File: src/design/rssi_trilateration_locator_macros.svh
// Assertion macros for the RSSI trilateration locator.
`ifndef RSSI_TRILATERATION_LOCATOR_MACROS_SVH
`define RSSI_TRILATERATION_LOCATOR_MACROS_SVH

// Check a property outside reset.
`define RSSITL_ASSERT(name, prop, msg) \
    name: assert property (@(posedge aclk) disable iff (!aresetn) prop) else $error(msg);

// Check a property at every edge, reset included.
`define RSSITL_ASSERT_ALWAYS(name, prop, msg) \
    name: assert property (@(posedge aclk) prop) else $error(msg);

`endif

File: src/design/rssitl_pkg.sv
// Shared types, constants and tables of the RSSI trilateration locator.
`timescale 1ns / 1ps
`default_nettype none
package rssitl_pkg;

    localparam int FRAC_BITS = 8;
    localparam int QW        = 28;

    localparam int DIST_W = 13;
    localparam int POS_W  = 18;
    localparam int ERR_W  = 18;

    localparam logic [DIST_W-1:0] DIST_ONE = DIST_W'(1 << FRAC_BITS);
    localparam logic [DIST_W-1:0] DIST_MAX = DIST_W'(20 << FRAC_BITS);
    localparam logic [DIST_W-1:0] DIST_MIN = DIST_W'((3 * (1 << FRAC_BITS) + 5) / 10);

    localparam logic [ERR_W-1:0] ERR_MAX = {ERR_W{1'b1}};

    localparam logic [1:0] ST_NEW     = 2'd0;
    localparam logic [1:0] ST_MISSING = 2'd1;
    localparam logic [1:0] ST_INVALID = 2'd2;

    localparam logic [1:0] REG_TX_ALPHA   = 2'd0;
    localparam logic [1:0] REG_TX_BETA    = 2'd1;
    localparam logic [1:0] REG_TX_CHARLIE = 2'd2;
    localparam logic [1:0] REG_PATH_LOSS  = 2'd3;

    localparam logic [16:0] SCALE_115 = 17'd75366;

    // ceil(2^24 / 3): exact floor divide by three for dividends below 2^23
    localparam logic [22:0] RECIP3 = 23'd5592406;

    typedef enum logic [4:0] {
        OP_NONE,
        OP_LATCH,
        OP_RINIT,
        OP_DIV,
        OP_RBIG,
        OP_PMUL,
        OP_PRND,
        OP_TEN,
        OP_SMUL,
        OP_FIN,
        OP_MUL,
        OP_STO,
        OP_POS,
        OP_SQI,
        OP_SQS,
        OP_RES,
        OP_EINIT,
        OP_OUT
    } op_t;

    typedef struct packed {
        op_t        op;
        logic [1:0] bcn;
        logic [3:0] idx;
        logic [2:0] sel;
        logic [1:0] kind;
    } cmd_t;

    typedef struct packed {
        logic all_seen;
        logic any_zero;
        logic cur_zero;
        logic cur_special;
        logic big;
    } stat_t;

    typedef logic [15:0][29:0] factor_tab_t;

    function automatic logic [63:0] isqrt_c(input logic [63:0] v_in);
        logic [63:0] v;
        logic [63:0] r;
        logic [63:0] b;
        v = v_in;
        r = '0;
        b = 64'h1 << 62;
        for (int k = 0; k < 32; k++) begin
            if (v >= r + b) begin
                v = v - (r + b);
                r = (r >> 1) + b;
            end else begin
                r = r >> 1;
            end
            b = b >> 2;
        end
        return r;
    endfunction

    // entry k holds 10^(2^-(k+1)) in Q28
    function automatic factor_tab_t build_factors();
        factor_tab_t t;
        logic [63:0] s;
        s = 64'd10 << QW;
        for (int k = 0; k < 16; k++) begin
            s = isqrt_c(s << QW);
            t[k] = s[29:0];
        end
        return t;
    endfunction

    localparam factor_tab_t POW_FACTOR = build_factors();

endpackage
`default_nettype wire

File: src/design/rssitl_ctrl.sv
// Sequencing state machine of the RSSI trilateration locator.
`timescale 1ns / 1ps
`default_nettype none
module rssitl_ctrl (
    input  wire                aclk,
    input  wire                aresetn,
    input  wire                s_tvalid,
    output logic               s_tready,
    output logic               m_tvalid,
    input  wire                m_tready,
    output rssitl_pkg::cmd_t   cmd,
    input  rssitl_pkg::stat_t  stat
);
    import rssitl_pkg::*;

    typedef enum logic [4:0] {
        S_IDLE, S_CHECK, S_RINIT, S_DIV, S_BIG, S_PMUL, S_PRND, S_TEN, S_SMUL,
        S_FIN, S_ZCHK, S_MUL, S_STO, S_POS, S_SQI, S_SQS, S_RES, S_EINIT,
        S_OUT
    } state_t;

    state_t     state_reg, state_next;
    logic [4:0] cnt_reg, cnt_next;
    logic [1:0] bcn_reg, bcn_next;
    logic [2:0] sel_reg, sel_next;
    logic [1:0] kind_reg, kind_next;
    logic       m_tvalid_reg, m_tvalid_next;
    logic       out_ready;

    assign out_ready = !m_tvalid_reg || m_tready;
    assign s_tready  = (state_reg == S_IDLE);
    assign m_tvalid  = m_tvalid_reg;

    always_comb begin
        cmd.bcn  = (state_reg == S_MUL) ? sel_reg[1:0] : bcn_reg;
        cmd.idx  = cnt_reg[3:0];
        cmd.sel  = sel_reg;
        cmd.kind = kind_reg;
        unique case (state_reg)
            S_IDLE:  cmd.op = s_tvalid ? OP_LATCH : OP_NONE;
            S_RINIT: cmd.op = OP_RINIT;
            S_DIV:   cmd.op = OP_DIV;
            S_BIG:   cmd.op = OP_RBIG;
            S_PMUL:  cmd.op = OP_PMUL;
            S_PRND:  cmd.op = OP_PRND;
            S_TEN:   cmd.op = OP_TEN;
            S_SMUL:  cmd.op = OP_SMUL;
            S_FIN:   cmd.op = OP_FIN;
            S_MUL:   cmd.op = OP_MUL;
            S_STO:   cmd.op = OP_STO;
            S_POS:   cmd.op = OP_POS;
            S_SQI:   cmd.op = OP_SQI;
            S_SQS:   cmd.op = OP_SQS;
            S_RES:   cmd.op = OP_RES;
            S_EINIT: cmd.op = OP_EINIT;
            S_OUT:   cmd.op = out_ready ? OP_OUT : OP_NONE;
            default: cmd.op = OP_NONE;
        endcase
    end

    always_comb begin
        state_next    = state_reg;
        cnt_next      = cnt_reg;
        bcn_next      = bcn_reg;
        sel_next      = sel_reg;
        kind_next     = kind_reg;
        m_tvalid_next = m_tvalid_reg && !m_tready;
        unique case (state_reg)
            S_IDLE: begin
                if (s_tvalid) state_next = S_CHECK;
            end
            S_CHECK: begin
                bcn_next = 2'd0;
                if (!stat.all_seen) begin
                    kind_next  = ST_MISSING;
                    state_next = S_OUT;
                end else begin
                    state_next = S_RINIT;
                end
            end
            S_RINIT: begin
                cnt_next = '0;
                if (stat.cur_zero || stat.cur_special) begin
                    bcn_next   = bcn_reg + 2'd1;
                    state_next = (bcn_reg == 2'd2) ? S_ZCHK : S_RINIT;
                end else begin
                    state_next = S_DIV;
                end
            end
            S_DIV: begin
                cnt_next = cnt_reg + 5'd1;
                if (cnt_reg == 5'd23) state_next = S_BIG;
            end
            S_BIG: begin
                cnt_next = '0;
                if (stat.big) begin
                    bcn_next   = bcn_reg + 2'd1;
                    state_next = (bcn_reg == 2'd2) ? S_ZCHK : S_RINIT;
                end else begin
                    state_next = S_PMUL;
                end
            end
            S_PMUL: state_next = S_PRND;
            S_PRND: begin
                cnt_next   = cnt_reg + 5'd1;
                state_next = (cnt_reg == 5'd15) ? S_TEN : S_PMUL;
            end
            S_TEN:  state_next = S_SMUL;
            S_SMUL: state_next = S_FIN;
            S_FIN: begin
                bcn_next   = bcn_reg + 2'd1;
                state_next = (bcn_reg == 2'd2) ? S_ZCHK : S_RINIT;
            end
            S_ZCHK: begin
                sel_next = '0;
                if (stat.any_zero) begin
                    kind_next  = ST_INVALID;
                    state_next = S_OUT;
                end else begin
                    kind_next  = ST_NEW;
                    state_next = S_MUL;
                end
            end
            S_MUL: state_next = S_STO;
            S_STO: begin
                sel_next = sel_reg + 3'd1;
                bcn_next = 2'd0;
                if (sel_reg == 3'd2) begin
                    state_next = S_POS;
                end else if (sel_reg == 3'd6) begin
                    state_next = S_SQI;
                end else begin
                    state_next = S_MUL;
                end
            end
            S_POS: state_next = S_MUL;
            S_SQI: begin
                cnt_next   = '0;
                state_next = S_SQS;
            end
            S_SQS: begin
                cnt_next = cnt_reg + 5'd1;
                if (cnt_reg == 5'd18) state_next = S_RES;
            end
            S_RES: begin
                bcn_next   = bcn_reg + 2'd1;
                state_next = (bcn_reg == 2'd2) ? S_EINIT : S_SQI;
            end
            S_EINIT: begin
                cnt_next   = '0;
                state_next = S_OUT;
            end
            S_OUT: begin
                if (out_ready) begin
                    m_tvalid_next = 1'b1;
                    state_next    = S_IDLE;
                end
            end
            default: state_next = S_IDLE;
        endcase
    end

    always_ff @(posedge aclk) begin
        if (!aresetn) begin
            state_reg    <= S_IDLE;
            cnt_reg      <= '0;
            bcn_reg      <= '0;
            sel_reg      <= '0;
            kind_reg     <= ST_NEW;
            m_tvalid_reg <= 1'b0;
        end else begin
            state_reg    <= state_next;
            cnt_reg      <= cnt_next;
            bcn_reg      <= bcn_next;
            sel_reg      <= sel_next;
            kind_reg     <= kind_next;
            m_tvalid_reg <= m_tvalid_next;
        end
    end

endmodule
`default_nettype wire

File: src/design/rssitl_dp.sv
// Datapath of the RSSI trilateration locator: ranges, position, residual.
`timescale 1ns / 1ps
`default_nettype none
module rssitl_dp (
    input  wire                aclk,
    input  wire                aresetn,
    input  wire                cfg_we,
    input  wire  [1:0]         cfg_index,
    input  wire  [7:0]         cfg_wdata,
    input  wire  [31:0]        s_tdata,
    input  rssitl_pkg::cmd_t   cmd,
    output rssitl_pkg::stat_t  stat,
    output logic [1:0]         m_tuser,
    output logic [95:0]        m_tdata
);
    import rssitl_pkg::*;

    logic [7:0]        tx_reg [3];
    logic [5:0]        plt_reg;
    logic [2:0]        seen_reg;
    logic [7:0]        rssi_reg [3];
    logic [DIST_W-1:0] d_reg [3];
    logic [23:0]       dv_reg;
    logic [6:0]        rem_reg;
    logic [5:0]        den_reg;
    logic [35:0]       r_reg;
    logic [65:0]       prod_reg;
    logic [35:0]       sq_reg [7];
    logic [POS_W-1:0]  x_reg, y_reg;
    logic [36:0]       sv_reg, sr_reg, sb_reg;
    logic [20:0]       acc_reg;
    logic [POS_W-1:0]  held_x_reg, held_y_reg;
    logic [1:0]        o_status_reg;
    logic [POS_W-1:0]  o_x_reg, o_y_reg;
    logic [DIST_W-1:0] o_d_reg [3];
    logic [ERR_W-1:0]  o_err_reg;
    logic [1:0]        o_q_reg;

    logic [7:0]        cur_tx, cur_rssi;
    logic [DIST_W-1:0] cur_d;
    logic [8:0]        diff9;
    logic              ge;
    logic [6:0]        rem_sh;
    logic              q_bit;
    logic [35:0]       mul_a;
    logic [29:0]       mul_b;
    logic [17:0]       ax, ay, axm, aym;
    logic [18:0]       xm, ym;
    logic [63:0]       rnd_sum;
    logic [52:0]       scl_sum;
    logic [35:0]       rr;
    logic [36:0]       fin_sum;
    logic [16:0]       dr;
    logic [DIST_W-1:0] dfin;
    logic [27:0]       vx, vy;
    logic [36:0]       sq_t;
    logic [36:0]       sqi_v;
    logic [18:0]       sroot;
    logic [18:0]       rdiff;
    logic [20:0]       quo;
    logic [ERR_W-1:0]  err;
    logic [1:0]        qual;

    function automatic logic [POS_W-1:0] pos_round(input logic [27:0] v);
        logic [27:0] mag;
        logic [27:0] sum;
        logic [18:0] rm;
        mag = v[27] ? (~v + 28'd1) : v;
        sum = mag + 28'(1 << FRAC_BITS);
        rm  = sum[27:FRAC_BITS+1];
        if (!v[27]) begin
            return (rm > 19'd131071) ? 18'h1FFFF : rm[17:0];
        end
        return (rm > 19'd131072) ? 18'h20000 : (~rm[17:0] + 18'd1);
    endfunction

    assign cur_tx   = tx_reg[cmd.bcn];
    assign cur_rssi = rssi_reg[cmd.bcn];
    assign cur_d    = d_reg[cmd.bcn];
    assign diff9    = {cur_tx[7], cur_tx} - {cur_rssi[7], cur_rssi};
    assign ge       = $signed(cur_rssi) >= $signed(cur_tx);

    assign stat.all_seen    = &seen_reg;
    assign stat.any_zero    = (rssi_reg[0] == 8'd0) || (rssi_reg[1] == 8'd0)
                              || (rssi_reg[2] == 8'd0);
    assign stat.cur_zero    = (cur_rssi == 8'd0);
    assign stat.cur_special = ge || (plt_reg == 6'd0);
    assign stat.big         = |dv_reg[23:17];

    assign rem_sh = {rem_reg[5:0], dv_reg[23]};
    assign q_bit  = (rem_sh >= {1'b0, den_reg});

    assign xm  = {x_reg[17], x_reg} - 19'(1 << FRAC_BITS);
    assign ym  = {y_reg[17], y_reg} - 19'(1 << FRAC_BITS);
    assign ax  = x_reg[17] ? (~x_reg + 18'd1) : x_reg;
    assign ay  = y_reg[17] ? (~y_reg + 18'd1) : y_reg;
    assign axm = xm[18] ? 18'(~xm + 19'd1) : xm[17:0];
    assign aym = ym[18] ? 18'(~ym + 19'd1) : ym[17:0];

    always_comb begin
        mul_a = r_reg;
        mul_b = POW_FACTOR[cmd.idx];
        if (cmd.op == OP_SMUL) begin
            mul_b = 30'(SCALE_115);
        end else if (cmd.op == OP_EINIT) begin
            mul_a = 36'(acc_reg + 21'd1);
            mul_b = 30'(RECIP3);
        end else if (cmd.op == OP_MUL) begin
            case (cmd.sel)
                3'd3:    begin mul_a = 36'(ax);  mul_b = 30'(ax);  end
                3'd4:    begin mul_a = 36'(ay);  mul_b = 30'(ay);  end
                3'd5:    begin mul_a = 36'(axm); mul_b = 30'(axm); end
                3'd6:    begin mul_a = 36'(aym); mul_b = 30'(aym); end
                default: begin mul_a = 36'(cur_d); mul_b = 30'(cur_d); end
            endcase
        end
    end

    assign rnd_sum = prod_reg[63:0] + 64'(1 << (QW - 1));
    assign scl_sum = prod_reg[52:0] + 53'd32768;
    assign rr      = (r_reg > (36'd3 << QW)) ? scl_sum[51:16] : r_reg;
    assign fin_sum = {1'b0, rr} + 37'(1 << (QW - 1 - FRAC_BITS));
    assign dr      = fin_sum[36:QW-FRAC_BITS];
    assign dfin    = (dr > 17'(DIST_MAX)) ? DIST_MAX :
                     (dr < 17'(DIST_MIN)) ? DIST_MIN : dr[DIST_W-1:0];

    assign vx = {3'b0, sq_reg[0][24:0]} - {3'b0, sq_reg[1][24:0]}
                + 28'(1 << (2 * FRAC_BITS));
    assign vy = {3'b0, sq_reg[0][24:0]} - {3'b0, sq_reg[2][24:0]}
                + 28'(1 << (2 * FRAC_BITS));

    assign sq_t = sr_reg + sb_reg;

    always_comb begin
        case (cmd.bcn)
            2'd0:    sqi_v = {1'b0, sq_reg[3]} + {1'b0, sq_reg[4]};
            2'd1:    sqi_v = {1'b0, sq_reg[5]} + {1'b0, sq_reg[4]};
            default: sqi_v = {1'b0, sq_reg[3]} + {1'b0, sq_reg[6]};
        endcase
    end

    assign sroot = sr_reg[18:0];
    assign rdiff = (sroot > 19'(cur_d)) ? (sroot - 19'(cur_d)) : (19'(cur_d) - sroot);

    assign quo  = prod_reg[44:24];
    assign err  = (quo > 21'(ERR_MAX)) ? ERR_MAX : quo[ERR_W-1:0];
    assign qual = (err < ERR_W'(1 << (FRAC_BITS - 1))) ? 2'd0 :
                  (err < ERR_W'(1 << FRAC_BITS))       ? 2'd1 :
                  (err < ERR_W'(2 << FRAC_BITS))       ? 2'd2 : 2'd3;

    always_ff @(posedge aclk) begin
        if (!aresetn) begin
            tx_reg[0]  <= 8'hB5;
            tx_reg[1]  <= 8'hA5;
            tx_reg[2]  <= 8'hB5;
            plt_reg    <= 6'd20;
            held_x_reg <= POS_W'(1 << FRAC_BITS);
            held_y_reg <= POS_W'(1 << FRAC_BITS);
        end else begin
            if (cfg_we) begin
                unique case (cfg_index)
                    REG_TX_ALPHA:   tx_reg[0] <= cfg_wdata;
                    REG_TX_BETA:    tx_reg[1] <= cfg_wdata;
                    REG_TX_CHARLIE: tx_reg[2] <= cfg_wdata;
                    REG_PATH_LOSS:  plt_reg   <= cfg_wdata[5:0];
                    default:        plt_reg   <= plt_reg;
                endcase
            end
            if (cmd.op == OP_OUT && cmd.kind == ST_NEW) begin
                held_x_reg <= x_reg;
                held_y_reg <= y_reg;
            end
        end
    end

    always_ff @(posedge aclk) begin
        case (cmd.op)
            OP_LATCH: begin
                seen_reg    <= {s_tdata[18], s_tdata[9], s_tdata[0]};
                rssi_reg[0] <= s_tdata[8:1];
                rssi_reg[1] <= s_tdata[17:10];
                rssi_reg[2] <= s_tdata[26:19];
                d_reg[0]    <= '0;
                d_reg[1]    <= '0;
                d_reg[2]    <= '0;
            end
            OP_RINIT: begin
                if (!stat.cur_zero) begin
                    if (ge) begin
                        d_reg[cmd.bcn] <= DIST_ONE;
                    end else if (plt_reg == 6'd0) begin
                        d_reg[cmd.bcn] <= DIST_MAX;
                    end
                end
                dv_reg  <= {diff9[7:0], 16'd0};
                rem_reg <= '0;
                den_reg <= plt_reg;
            end
            OP_DIV: begin
                dv_reg  <= {dv_reg[22:0], q_bit};
                rem_reg <= q_bit ? (rem_sh - {1'b0, den_reg}) : rem_sh;
            end
            OP_RBIG: begin
                if (stat.big) d_reg[cmd.bcn] <= DIST_MAX;
                r_reg <= 36'd1 << QW;
            end
            OP_PMUL, OP_SMUL, OP_MUL, OP_EINIT: prod_reg <= mul_a * mul_b;
            OP_PRND: begin
                if (dv_reg[4'd15 - cmd.idx]) r_reg <= rnd_sum[63:28];
            end
            OP_TEN: begin
                if (dv_reg[16]) r_reg <= (r_reg << 3) + (r_reg << 1);
            end
            OP_FIN:  d_reg[cmd.bcn] <= dfin;
            OP_STO:  sq_reg[cmd.sel] <= prod_reg[35:0];
            OP_POS: begin
                x_reg <= pos_round(vx);
                y_reg <= pos_round(vy);
            end
            OP_SQI: begin
                sv_reg <= sqi_v;
                sr_reg <= '0;
                sb_reg <= 37'd1 << 36;
                if (cmd.bcn == 2'd0) acc_reg <= '0;
            end
            OP_SQS: begin
                if (sv_reg >= sq_t) begin
                    sv_reg <= sv_reg - sq_t;
                    sr_reg <= (sr_reg >> 1) + sb_reg;
                end else begin
                    sr_reg <= sr_reg >> 1;
                end
                sb_reg <= sb_reg >> 2;
            end
            OP_RES: acc_reg <= acc_reg + 21'(rdiff);
            OP_OUT: begin
                o_status_reg <= cmd.kind;
                o_d_reg[0]   <= d_reg[0];
                o_d_reg[1]   <= d_reg[1];
                o_d_reg[2]   <= d_reg[2];
                if (cmd.kind == ST_NEW) begin
                    o_x_reg   <= x_reg;
                    o_y_reg   <= y_reg;
                    o_err_reg <= err;
                    o_q_reg   <= qual;
                end else begin
                    o_x_reg   <= held_x_reg;
                    o_y_reg   <= held_y_reg;
                    o_err_reg <= '0;
                    o_q_reg   <= 2'd0;
                end
            end
            default: r_reg <= r_reg;
        endcase
    end

    assign m_tuser = o_status_reg;
    assign m_tdata = {1'b0, o_q_reg, o_err_reg, o_d_reg[2], o_d_reg[1], o_d_reg[0],
                      o_y_reg, o_x_reg};

endmodule
`default_nettype wire

File: src/design/rssi_trilateration_locator.sv
// Top level of the RSSI trilateration locator.
// One scan in, one result out. A full update with all three beacons runs, per
// beacon, a 24-step exponent divider and a 16-step power-of-ten product through
// one shared multiplier, then a 19-step square root run three times for the
// residual and a reciprocal multiply for the divide by three. Scans with a
// missing beacon go straight to the output. The next scan is taken once the
// current one has been moved to the output register.
`timescale 1ns / 1ps
`default_nettype none
`include "rssi_trilateration_locator_macros.svh"
module rssi_trilateration_locator (
    input  wire         aclk,
    input  wire         aresetn,
    input  wire         cfg_we,
    input  wire  [1:0]  cfg_index,
    input  wire  [7:0]  cfg_wdata,
    input  wire         s_tvalid,
    output logic        s_tready,
    // seen_alpha, rssi_alpha, seen_beta, rssi_beta, seen_charlie, rssi_charlie
    input  wire  [31:0] s_tdata,
    output logic        m_tvalid,
    input  wire         m_tready,
    // pos_x, pos_y, dist_alpha, dist_beta, dist_charlie, mean_error, quality
    output logic [95:0] m_tdata,
    // status
    output logic [1:0]  m_tuser
);
    import rssitl_pkg::*;

    cmd_t  cmd;
    stat_t stat;

    rssitl_ctrl u_ctrl (
        .aclk     (aclk),
        .aresetn  (aresetn),
        .s_tvalid (s_tvalid),
        .s_tready (s_tready),
        .m_tvalid (m_tvalid),
        .m_tready (m_tready),
        .cmd      (cmd),
        .stat     (stat)
    );

    rssitl_dp u_dp (
        .aclk      (aclk),
        .aresetn   (aresetn),
        .cfg_we    (cfg_we),
        .cfg_index (cfg_index),
        .cfg_wdata (cfg_wdata),
        .s_tdata   (s_tdata),
        .cmd       (cmd),
        .stat      (stat),
        .m_tuser   (m_tuser),
        .m_tdata   (m_tdata)
    );

    `RSSITL_ASSERT(a_busy_after_beat, (s_tvalid && s_tready) |=> !s_tready, "ready after beat")
    `RSSITL_ASSERT(a_status_code, m_tvalid |-> (m_tuser != 2'd3), "bad status code")
    `RSSITL_ASSERT(a_missing_clear, (m_tvalid && m_tuser == ST_MISSING) |-> (m_tdata[94:36] == '0), "missing beacon fields not cleared")
    `RSSITL_ASSERT_ALWAYS(a_reset_idle, !aresetn |=> !m_tvalid, "output valid after reset")

endmodule
`default_nettype wire
File: config.mk
export PLATFORM = sky130hd
export DESIGN_NAME = rssi_trilateration_locator
export DESIGN_NICKNAME = d
export VERILOG_FILES = /design/src/design/rssitl_pkg.sv /design/src/design/rssitl_ctrl.sv /design/src/design/rssitl_dp.sv /design/src/design/rssi_trilateration_locator.sv
export VERILOG_INCLUDE_DIRS = /design/src /design/src/design
export SDC_FILE = /design/constraint.sdc
export NUM_CORES = 2
export LEC_CHECK = 0
export BUFFER_PORTS_ARGS = -buffer_cell sky130_fd_sc_hd__buf_2
export CORE_ASPECT_RATIO = 2
export CORE_MARGIN = 2
export CORE_UTILIZATION = 30
export CTS_CLUSTER_DIAMETER = 100
export DETAILED_ROUTE_END_ITERATION = 10
export HOLD_SLACK_MARGIN = 0.06
export MAX_ROUTING_LAYER = met4
export SLEW_MARGIN = 25
export SYNTH_ARGS = -nofsm -noshare
export SYNTH_HDL_FRONTEND = slang
export SYNTH_SLANG_ARGS = --single-unit
File: constraint.sdc
create_clock -name aclk -period 17.7 [get_ports aclk]
set_input_delay 0 -clock aclk [delete_from_list [all_inputs] [get_ports aclk]]
set_output_delay 0 -clock aclk [all_outputs]
set_load 0.02 [all_outputs]
==> results.json <==
{
  "outcome": "completed",
  "use_met3": 0.03564,
  "grt_setup_unrepaired": "false",
  "routed_wirelength_um": 312100,
  "grt_pass1_vias": 72510,
  "synth_top_cell_by_area": "sky130_fd_sc_hd__edfxtp_1",
  "synth_cell_type_count": 126,
  "initial_core_util": 0.3009,
  "asyncSetResetFlopFracSynth": 0,
  "numCtsBuffers": 77,
  "finish.cell_count_without_fillers": 13170,
  "cts_tree": "yes",
  "synth-edff-count": 705,
  "global_route.usage.total": 0.2193,
  "critPathTopFamily": "compound AO/OA/AOI/OAI gates",
  "post-route-drc-count": 0,
  "antenna_found_initial": 26,
  "timing.critical_path.fanout_max": 18,
  "dp_slack_ns": 2.775,
  "cells_taking_the_most_area_after_synthesis": "sky130_fd_sc_hd__edfxtp_1 25%, sky130_fd_sc_hd__fa_1 22%, sky130_fd_sc_hd__ha_1 8.2%, sky130_fd_sc_hd__inv_1 5.5%, sky130_fd_sc_hd__nand2_1 4.8%",
  "detailedPlacementHpwl_um": 253500,
  "cts_num_sinks": 794,
  "grt.met1_usage": 0.2053,
  "fin_util": 0.3337,
  "io-pin-count": 147,
  "yosys_register_bits": 794,
  "setup.worst_path.start_class": "flip-flop",
  "cts.path.max_buffers": 3,
  "floorplan.core_area_mm2": 0.2859,
  "gp_congestion": 1.047,
  "grtUsageMet2": 0.3869,
  "clock_tree.htree_level_count": 3,
  "synthesis.instances": 9223,
  "layout_min_cycle_time_ns": 15.22,
  "number_of_instances_resized_during_post_cts_repair": 0,
  "hold_class": "input port to flip-flop",
  "worst_clock_skew_ns": 0.05676,
  "num_vias": 69310,
  "fin_setup_tns_ns": 0,
  "fp.dieArea_mm2": 0.2913,
  "maxCapViolCount": 0,
  "fin_nets": 10880,
  "timing.critical_path.to_type": "flip-flop",
  "post_synth.cell_area_avg_um2": 9.327,
  "required_ns": 18.18,
  "critical-path-max-stage-delay_ns": 0.95,
  "area_growth_syn_to_layout_pct": 10.92,
  "grt_first_pass_wirelength_um": 461100,
  "vias_per_cell": 5.261,
  "overflow_left_after_global_routing": 0,
  "worstSkewPairLatency_ns": 0.74,
  "worst_slew_pin_slew_ns": 1.170,
  "synth_area_mm2": 0.08602,
  "detailedRoute.firstIterationViolations": 5429,
  "final_min_period_over_clock_period": 0.8598,
  "synth_fp_nets": 10790,
  "drv_slew": 0,
  "routedWlPerCell_um": 23.69,
  "fp.dieH_um": 761.3,
  "detail_route.first_pass.iterations": 7,
  "register_clock_pin_slew_on_the_reported_worst_setup_and_hold_paths_ns": 0.07,
  "grt.busiest_layer": "met2",
  "netlist.area_leader.share": 0.2461,
  "ratio_of_cells_with_drive_above_1_in_the_final_layout": 0.08130,
  "clk_root_buffer_cell": "sky130_fd_sc_hd__clkbuf_16",
  "numPortBuffers": 140,
  "detail-route-antenna-nets": 0,
  "timing.critical_path.buf_inv": 6,
  "setup.worst_path.class": "flip-flop to flip-flop",
  "placementRows": 278,
  "grt_max_degree": 94,
  "netlist_top_cells_count": "1,267 x sky130_fd_sc_hd__inv_1, 1,107 x sky130_fd_sc_hd__nand2_1, 958 x sky130_fd_sc_hd__fa_1",
  "cpMostUsedCell": "sky130_fd_sc_hd__fa_1",
  "synth-seq-area-share": 0.2668,
  "synth.most_common_cell": "sky130_fd_sc_hd__inv_1",
  "yosys_warnings": 0,
  "post-route-worst-setup-slack_ns": 2.481,
  "timing.fmax_mhz": 65.71,
  "largest_reg_flops": 219,
  "postSynth.topFlopCell": "sky130_fd_sc_hd__edfxtp_1",
  "timing.critical_path.slowest_stage_cell": "sky130_fd_sc_hd__dfxtp_1",
  "dieWidth_um": 382.6,
  "setup_viol_count_final": 0,
  "hold_viol_final": 0,
  "arrival_time_of_the_worst_setup_path_ns": 15.70,
  "post-cts-setup-buffer-count": 0,
  "slew_headroom": 0.2119,
  "dp.cells": 12930
}
-- path summary, 6_finish.rpt --
check	startpoint	endpoint	slack, ns	cells after the start
max	u_ctrl.sel_reg[1]$_SDFFE_PN0P_	u_dp.prod_reg[62]$_DFFE_PP_	2.48	42
min	cfg_wdata[4]	u_dp.tx_reg[2][4]$_DFFE_PP_	0.21	3
max reg2reg	u_ctrl.sel_reg[1]$_SDFFE_PN0P_	u_dp.prod_reg[62]$_DFFE_PP_	2.48	42
min reg2reg	u_dp.d_reg[2][10]$_SDFFCE_PN0P_	u_dp.o_d_reg[0][36]$_DFFE_PN_	0.44	0
-- worst min-delay path, stage by stage --
cell and delay, ns:
sky130_fd_sc_hd__dlygate4sd3_1 0.52, sky130_fd_sc_hd__buf_2 0.16, sky130_fd_sc_hd__nand2b_1 0.13
-- per-stage QoR --
| stage | hold slack, ns | area (µm²) |
|---|---|---|
| 2_1_floorplan | 0.09887 | 86020 |
| 3_5_place_dp | 0.1783 | 91750 |
| 6_report | 0.2090 | 95410 |
| 3_3_place_gp | 0.1776 | 91690 |
| 4_1_cts | 0.1532 | 95330 |
| 5_1_grt | 0.2058 | 95400 |
-- repair_timing --
item / 4_1_cts / 5_1_grt
setup endpoints to repair: 0 / 0
hold buffers: 82 / 0
hold endpoints to repair: 109 / 0
-- cell usage in the layout (no fill, tap or decap), types with 69 or more instances in the layout --
| master | count |
|---|---|
| sky130_fd_sc_hd__dlygate4sd3_1 | 82 |
| sky130_fd_sc_hd__dfxtp_1 | 86 |
| sky130_fd_sc_hd__nand2_1 | 1106 |
| sky130_fd_sc_hd__and3_1 | 159 |
| sky130_fd_sc_hd__fa_1 | 958 |
| sky130_fd_sc_hd__ha_1 | 563 |
| sky130_fd_sc_hd__nand3_1 | 193 |
| sky130_fd_sc_hd__edfxtp_1 | 705 |
| sky130_fd_sc_hd__o21ai_0 | 283 |
| sky130_fd_sc_hd__xor2_1 | 199 |
| sky130_fd_sc_hd__xnor2_1 | 325 |
| sky130_fd_sc_hd__a21o_1 | 144 |
| sky130_fd_sc_hd__nor3_1 | 130 |
| sky130_fd_sc_hd__nor2_1 | 793 |
| sky130_fd_sc_hd__buf_2 | 141 |
| sky130_fd_sc_hd__nor2b_1 | 73 |
| sky130_fd_sc_hd__inv_1 | 1266 |
| sky130_fd_sc_hd__nand2b_1 | 71 |
| sky130_fd_sc_hd__mux2_2 | 69 |
| sky130_fd_sc_hd__buf_4 | 206 |
| sky130_fd_sc_hd__a21oi_1 | 439 |
| sky130_fd_sc_hd__and2_1 | 124 |
| sky130_fd_sc_hd__clkbuf_16 | 78 |
-- kinds of logic after synthesis --
family,count (synthesis),share of synthesized area
simple gates,2965,0.1585
buf+inv,1695,0.07453
compound gates,1566,0.1197
fa+ha+maj,1521,0.3048
flops,794,0.2668
xor+xnor,532,0.05469
mux,149,0.02097
other cells,1,0.00004359
-- layer usage --
metal	share of wire	vias up
met2	0.52	2627
met5	0	-
met3	0.057	1196
li1	-	31010
met4	0.11	0
met1	0.32	34470
-- final cells by class --
class	instances	area, µm²
fillers	29620	190500
inverters	1272	4775
multi-input cells	6734	57070
repair buffers	429	3073
clock buffers	84	1994
diodes	20	50.05
flip-flops and latches	794	22960
clock inverters	60	767.0
well taps	3780	4730
Power is left out: the tool's default activity adds up to more than one toggle a clock period on the data nets, which glitch-free logic cannot reach.
